--- src/rtl/hcrr_pkg.sv ---
// Package for the hashed counter random range generator: constants, types, fold function.
`default_nettype none
package hcrr_pkg;

  localparam int DATA_W = 32;
  localparam int CNT_W  = $clog2(DATA_W);

  localparam logic [DATA_W-1:0] STEP_INC = 32'hE120FC15;
  localparam logic [DATA_W-1:0] MUL_ONE  = 32'h4A39B70D;
  localparam logic [DATA_W-1:0] MUL_TWO  = 32'h12FAD5C9;

  // command codes carried on s_tuser
  localparam logic CMD_DRAW = 1'b0;
  localparam logic CMD_SEED = 1'b1;

  // configuration register indexes
  localparam logic CFG_RANGE_MIN = 1'b0;
  localparam logic CFG_RANGE_MAX = 1'b1;

  typedef enum logic {
    MUL_SEL_ONE,
    MUL_SEL_TWO
  } mul_sel_t;

  typedef enum logic [2:0] {
    ST_IDLE,
    ST_MUL1,
    ST_MUL2,
    ST_DIV_START,
    ST_DIV,
    ST_DONE
  } state_t;

  typedef struct packed {
    logic busy;
    logic done;
  } div_status_t;

  // xor the high and low halves of a double-width product
  function automatic logic [DATA_W-1:0] fold(input logic [2*DATA_W-1:0] p);
    return p[2*DATA_W-1:DATA_W] ^ p[DATA_W-1:0];
  endfunction

endpackage
`default_nettype wire

--- src/rtl/hcrr_mul.sv ---
// Shared 32x32 multiplier with a registered 64-bit product and a constant operand select.
`default_nettype none
module hcrr_mul
  import hcrr_pkg::*;
(
  input  wire logic                clk,
  input  wire logic [DATA_W-1:0]   operand,
  input  wire mul_sel_t            sel,
  output logic      [2*DATA_W-1:0] product
);

  logic [DATA_W-1:0] coef;

  always_comb begin
    case (sel)
      MUL_SEL_ONE: coef = MUL_ONE;
      MUL_SEL_TWO: coef = MUL_TWO;
      default:     coef = MUL_ONE;
    endcase
  end

  always_ff @(posedge clk) begin
    product <= {{DATA_W{1'b0}}, operand} * {{DATA_W{1'b0}}, coef};
  end

endmodule
`default_nettype wire

--- src/rtl/hcrr_div.sv ---
// Iterative restoring divider: one remainder bit per cycle, remainder only.
`default_nettype none
module hcrr_div
  import hcrr_pkg::*;
(
  input  wire logic              clk,
  input  wire logic              rst,
  input  wire logic              start,
  input  wire logic [DATA_W-1:0] dividend,
  input  wire logic [DATA_W-1:0] divisor,
  output logic      [DATA_W-1:0] remainder,
  output div_status_t            status
);

  logic [DATA_W-1:0] quo;
  logic [CNT_W-1:0]  cnt;
  logic              busy;
  logic              done;
  logic [DATA_W:0]   rem_sh;
  logic [DATA_W:0]   rem_diff;

  always_comb begin
    rem_sh   = {remainder, quo[DATA_W-1]};
    rem_diff = rem_sh - {1'b0, divisor};
  end

  always_ff @(posedge clk) begin
    if (rst) begin
      busy <= 1'b0;
      done <= 1'b0;
      cnt  <= '0;
    end else begin
      done <= 1'b0;
      if (start) begin
        busy <= 1'b1;
        cnt  <= CNT_W'(DATA_W - 1);
      end else if (busy) begin
        cnt <= cnt - 1'b1;
        if (cnt == '0) begin
          busy <= 1'b0;
          done <= 1'b1;
        end
      end
    end
  end

  always_ff @(posedge clk) begin
    if (start) begin
      quo       <= dividend;
      remainder <= '0;
    end else if (busy) begin
      quo <= {quo[DATA_W-2:0], 1'b0};
      // subtract when the shifted remainder covers the divisor
      if (!rem_diff[DATA_W]) begin
        remainder <= rem_diff[DATA_W-1:0];
      end else begin
        remainder <= rem_sh[DATA_W-1:0];
      end
    end
  end

  assign status = '{busy: busy, done: done};

endmodule
`default_nettype wire

--- src/rtl/hashed_counter_random_range.sv ---
// Top level: counter, sequencer, config registers and output register of the range generator.
//
//  channel  | direction | tdata                      | tuser
//  ---------+-----------+----------------------------+----------------------------------
//  s_*      | in        | [31:0] seed_value          | [0] command (0 draw, 1 seed)
//  m_*      | out       | [31:0] random_value        | [0] span_error
//  cfg_*    | in        | cfg_data[31:0], index 0 range_min, 1 range_max (write only)
//
//  A seed loads the counter and gives no result. A draw goes from acceptance to
//  the output register through two passes of the shared multiplier, a setup
//  state, 32 steps of the radix-2 remainder unit, a finish state and the output
//  load. A zero span skips the divider.
//  s_tready is high only when idle.
//  A finished result waiting on m_tready holds the sequencer in its last state.
//  rst is synchronous and clears the counter, config registers and valid.
`default_nettype none
module hashed_counter_random_range
  import hcrr_pkg::*;
(
  input  wire logic              clk,
  input  wire logic              rst,
  input  wire logic              s_tvalid,
  output logic                   s_tready,
  input  wire logic [DATA_W-1:0] s_tdata,   // [31:0] seed_value
  input  wire logic              s_tuser,   // [0] command
  output logic                   m_tvalid,
  input  wire logic              m_tready,
  output logic      [DATA_W-1:0] m_tdata,   // [31:0] random_value
  output logic                   m_tuser,   // [0] span_error
  input  wire logic              cfg_we,
  input  wire logic              cfg_index,
  input  wire logic [DATA_W-1:0] cfg_data
);

  state_t              state;
  state_t              state_next;
  logic [DATA_W-1:0]   counter;
  logic [DATA_W-1:0]   range_min;
  logic [DATA_W-1:0]   range_max;
  logic [DATA_W-1:0]   span;
  logic                s_fire;
  logic                out_free;
  logic [DATA_W-1:0]   mul_operand;
  mul_sel_t            mul_sel;
  logic [2*DATA_W-1:0] product;
  logic                div_start;
  logic [DATA_W-1:0]   remainder;
  div_status_t         div_st;
  logic [DATA_W-1:0]   result;
  logic                result_err;
  logic                load_out;

  assign span     = range_max - range_min;
  assign s_fire   = s_tvalid && s_tready;
  assign out_free = !m_tvalid || m_tready;

  hcrr_mul u_mul (
    .clk     (clk),
    .operand (mul_operand),
    .sel     (mul_sel),
    .product (product)
  );

  hcrr_div u_div (
    .clk       (clk),
    .rst       (rst),
    .start     (div_start),
    .dividend  (fold(product)),
    .divisor   (span),
    .remainder (remainder),
    .status    (div_st)
  );

  // next state
  always_comb begin
    state_next = state;
    case (state)
      ST_IDLE: begin
        if (s_fire && s_tuser == CMD_DRAW) state_next = ST_MUL1;
      end
      ST_MUL1:      state_next = ST_MUL2;
      ST_MUL2:      state_next = ST_DIV_START;
      ST_DIV_START: state_next = (span == '0) ? ST_DONE : ST_DIV;
      ST_DIV: begin
        if (div_st.done) state_next = ST_DONE;
      end
      ST_DONE: begin
        if (out_free) state_next = ST_IDLE;
      end
      default:      state_next = ST_IDLE;
    endcase
  end

  // outputs of the sequencer
  always_comb begin
    s_tready    = 1'b0;
    mul_operand = counter;
    mul_sel     = MUL_SEL_ONE;
    div_start   = 1'b0;
    load_out    = 1'b0;
    case (state)
      ST_IDLE:      s_tready = 1'b1;
      ST_MUL1: begin
        mul_operand = counter;
        mul_sel     = MUL_SEL_ONE;
      end
      ST_MUL2: begin
        mul_operand = fold(product);
        mul_sel     = MUL_SEL_TWO;
      end
      ST_DIV_START: div_start = (span != '0);
      ST_DIV:       ;
      ST_DONE:      load_out = out_free;
      default:      ;
    endcase
  end

  always_ff @(posedge clk) begin
    if (rst) begin
      state     <= ST_IDLE;
      counter   <= '0;
      range_min <= '0;
      range_max <= '0;
      m_tvalid  <= 1'b0;
    end else begin
      state <= state_next;
      if (s_fire) begin
        if (s_tuser == CMD_SEED) begin
          counter <= s_tdata;
        end else begin
          counter <= counter + STEP_INC;
        end
      end
      if (cfg_we) begin
        case (cfg_index)
          CFG_RANGE_MIN: range_min <= cfg_data;
          CFG_RANGE_MAX: range_max <= cfg_data;
          default:       ;
        endcase
      end
      if (load_out) begin
        m_tvalid <= 1'b1;
      end else if (m_tready) begin
        m_tvalid <= 1'b0;
      end
    end
  end

  // hold the result until the output register is free
  always_ff @(posedge clk) begin
    if (state == ST_DIV_START && span == '0) begin
      result     <= range_min;
      result_err <= 1'b1;
    end else if (state == ST_DIV && div_st.done) begin
      result     <= remainder + range_min;
      result_err <= 1'b0;
    end
    if (load_out) begin
      m_tdata <= result;
      m_tuser <= result_err;
    end
  end

  a_draw_starts: assert property (@(posedge clk) disable iff (rst)
    (s_fire && s_tuser == CMD_DRAW) |=> (state == ST_MUL1))
    else $error("draw did not start the multiply pass");

  a_div_only_in_div: assert property (@(posedge clk) disable iff (rst)
    div_st.done |-> (state == ST_DIV))
    else $error("divider finished outside the divide state");

  a_div_running: assert property (@(posedge clk) disable iff (rst)
    (state == ST_DIV) |-> (div_st.busy || div_st.done))
    else $error("divide state without a running divider");

  a_result_loaded: assert property (@(posedge clk) disable iff (rst)
    load_out |=> (m_tvalid && state == ST_IDLE))
    else $error("result not presented after load");

  a_no_accept_busy: assert property (@(posedge clk) disable iff (rst)
    div_st.busy |-> !s_tready)
    else $error("input accepted while the divider runs");

endmodule
`default_nettype wire
--- config.mk ---
export PLATFORM = sky130hd
export DESIGN_NAME = hashed_counter_random_range
export DESIGN_NICKNAME = d
export VERILOG_FILES = /design/src/rtl/hcrr_pkg.sv /design/src/rtl/hcrr_mul.sv /design/src/rtl/hcrr_div.sv /design/src/rtl/hashed_counter_random_range.sv
export SDC_FILE = /design/constraint.sdc
export NUM_CORES = 2
export LEC_CHECK = 0
export ABC_CLOCK_PERIOD_IN_PS = 19890
export BUFFER_PORTS_ARGS = -buffer_cell sky130_fd_sc_hd__buf_4
export CORE_MARGIN = 2
export CORE_UTILIZATION = 55
export DETAILED_ROUTE_END_ITERATION = 10
export GPL_ROUTABILITY_DRIVEN = 1
export HOLD_SLACK_MARGIN = 0.06
export PLACE_DENSITY = 0.72
export SLEW_MARGIN = 40
export SYNTH_ARGS = -nofsm -noshare
export SYNTH_HDL_FRONTEND = slang
export SYNTH_SLANG_ARGS = --single-unit
--- constraint.sdc ---
create_clock -name clk -period 19.89 [get_ports clk]
set_input_delay 1.989 -clock clk [delete_from_list [all_inputs] [get_ports clk]]
set_output_delay 1.989 -clock clk [all_outputs]
set_load 0.005 [all_outputs]
==> out/results.ini <==
[status]
status = finished clean

[critical_path]
cp.buffers_inverters = 7
cp_slowest_cell = o21ai_0
cp.required_ns = 20.33
crit_path_frequent_cell = fa_1
critPathTopFamily = adder cells
worst_setup_path_start_kind = flop
ff2ff_setup_slack_ns = 9.84
worstPathArrival_ns = 10.49
end_kind = flop
critical_path.max_fanout = 61
slowest_delay_ns = 0.76
worst-setup-path-type = reg -> reg

[clocking]
htree_levels = 2
cts_setup_buffers = 0
holdBufCountCts = 0
cts-root-buf = clkbuf_16
cts_tree = done
cts_buffers = 36
cts.repair.resized = 0
clkTransAtPathRegs_ns = 0.06
clock_sinks = 301
insertion_delay_ns = 0.56
clk_path_buf_depth = 3

[drt]
totalWireLength_um = 118000
dr.pass1.iters = 7
wire_per_inst_um = 21.9
via_count = 30200
drc = 0
viasPerCell = 5.62
final_antenna_net_count = 0
drt_iter0_drc = 1954

[layout]
drive_gt1_share_pct = 5.86
final_cells = 5378
syn_to_final_growth_pct = 7.60
fin_nets = 5590
diodes = 0

[sta]
fin_crit_sh_pct = 50.5
rsz0062_at_grt = no
hold_viol = 0
fin_skew_ns = 0.0161
maxSlewHeadroom_pct = 43.4
drv_slew = 0
min_period_ns = 10.05
worst_pin_slew_ns = 0.840
setup_viol = 0
hold_slack_ns = 0.417
setup_slack_ns = 9.84
fin_setup_tns_ns = 0
fmax_ghz = 0.0995

[logic_synthesis]
synth_edf_count = 97
synth_largest_area_cell = fa_1
synth.distinct_cells = 83
synth-seq-cells = 301
synth_top_cell_area_share_pct = 30.3
syn_area_sq_um = 40600
ys.flop_type = dfxtp_1
seq_area_frac_synth_pct = 17.2
synthCells = 4305
ys_top_cells_by_area = fa_1, ha_1, dfxtp_1
synth_common_cells = inv_1, fa_1, ha_1
yosys_warnings = 0
synthArstFlopShare_pct = 0
synth_most_common_cell = inv_1
syn_area_per_cell_sq_um = 9.43

[global_route]
grt_max_degree = 81
antenna_found_initial = 1
track_usage_pct = 31.8
grt_pass1_vias = 31500
grt_pass1_wl_um = 182000
grt.overflow.total = 0

[hold_path]
hold_path_class = reg -> reg

[job]
cap_violations = 0

[placed_design]
io_buffers = 105
place_congestion = 1.06
hpwl_um = 101000
dp_cells = 5312
pre_cts_slack_ns = 9.94

[floorplanning]
rows = 99
io_pins = 106
die_w_um = 276
initial_core_util_pct = 55.6
fp.dieH_um = 276
fp.coreArea_sq_um = 73000
dieArea_sq_um = 76000

per-layer routing:
layer	wire [um]	up-vias	GRT usage, %	part of all wire [%]
met2	57000	947	53.8	48
li1	-	14000	-	-
met5	8	-	0	0.0068
met1	45700	14900	38.1	39
met4	9130	2	20.9	7.7
met3	6110	354	4.23	5.2
per-stage QoR:
stage / utilization (%) / area, sq um
final: 59.9 / 43700
after global routing: 59.9 / 43700
after CTS: 59.8 / 43700
after detailed placement: 58.2 / 42500
after global placement: 58.2 / 42400
after floorplan: - / 40700
cell families after synthesis:
| logic type | share of synthesized area [%] |
|---|---|
| other | 0.0185 |
| xor gates and xnor gates | 3.62 |
| and+or+nand+nor | 9.31 |
| adders and majority gates | 46.1 |
| DFF | 17.2 |
| buffers and inverters | 10.3 |
| AOI/OAI and AO/OA | 11.8 |
| muxes | 1.57 |
cell usage in the layout, fill, tap and decap left out, types with 54 or more instances in the layout:
| master | instances |
|---|---|
| inv_1 | 983 |
| fa_1 | 615 |
| ha_1 | 512 |
| nand2_1 | 299 |
| a21oi_1 | 261 |
| dfxtp_1 | 202 |
| nor2_1 | 183 |
| buf_4 | 130 |
| o21ai_0 | 124 |
| xnor2_1 | 114 |
| edfxtp_1 | 97 |
| a21o_1 | 86 |
| nand3_1 | 81 |
| o21a_1 | 60 |
| mux2i_1 | 59 |
| xor2_1 | 54 |
flip-flops by register name (all words and copies together) (netlist names):
register	flops
counter	32
m_tdata	32
m_tuser	1
m_tvalid	1
range_max	32
range_min	32
result	32
result_err	1
state	3
u_div.busy	1
u_div.cnt	5
u_div.done	1
u_div.quo	32
u_div.remainder	32
u_mul.product	64
cell type report:
cell class	count	area, sq um
multi-input combinational	2937	29600
clock inverter	17	200
fill	6309	29300
timing repair buffer	132	1020
tap	959	1200
sequential	301	7000
clock buffer	48	996
inverter	984	3690
final timing paths:
check	start	cells after the start	to
worst min-delay path	result[24]$_DFFE_PP_	0	m_tdata[24]$_DFFE_PP_
worst min register to register	result[24]$_DFFE_PP_	0	m_tdata[24]$_DFFE_PP_
worst max register to register	state[0]$_SDFFE_PP0P_	30	u_mul.product[44]$_DFF_P_
worst max-delay path	state[0]$_SDFFE_PP0P_	30	u_mul.product[44]$_DFF_P_
Power is left out: the tool's default activity adds up to more than one toggle a clock period on the data nets, which glitch-free logic cannot reach.
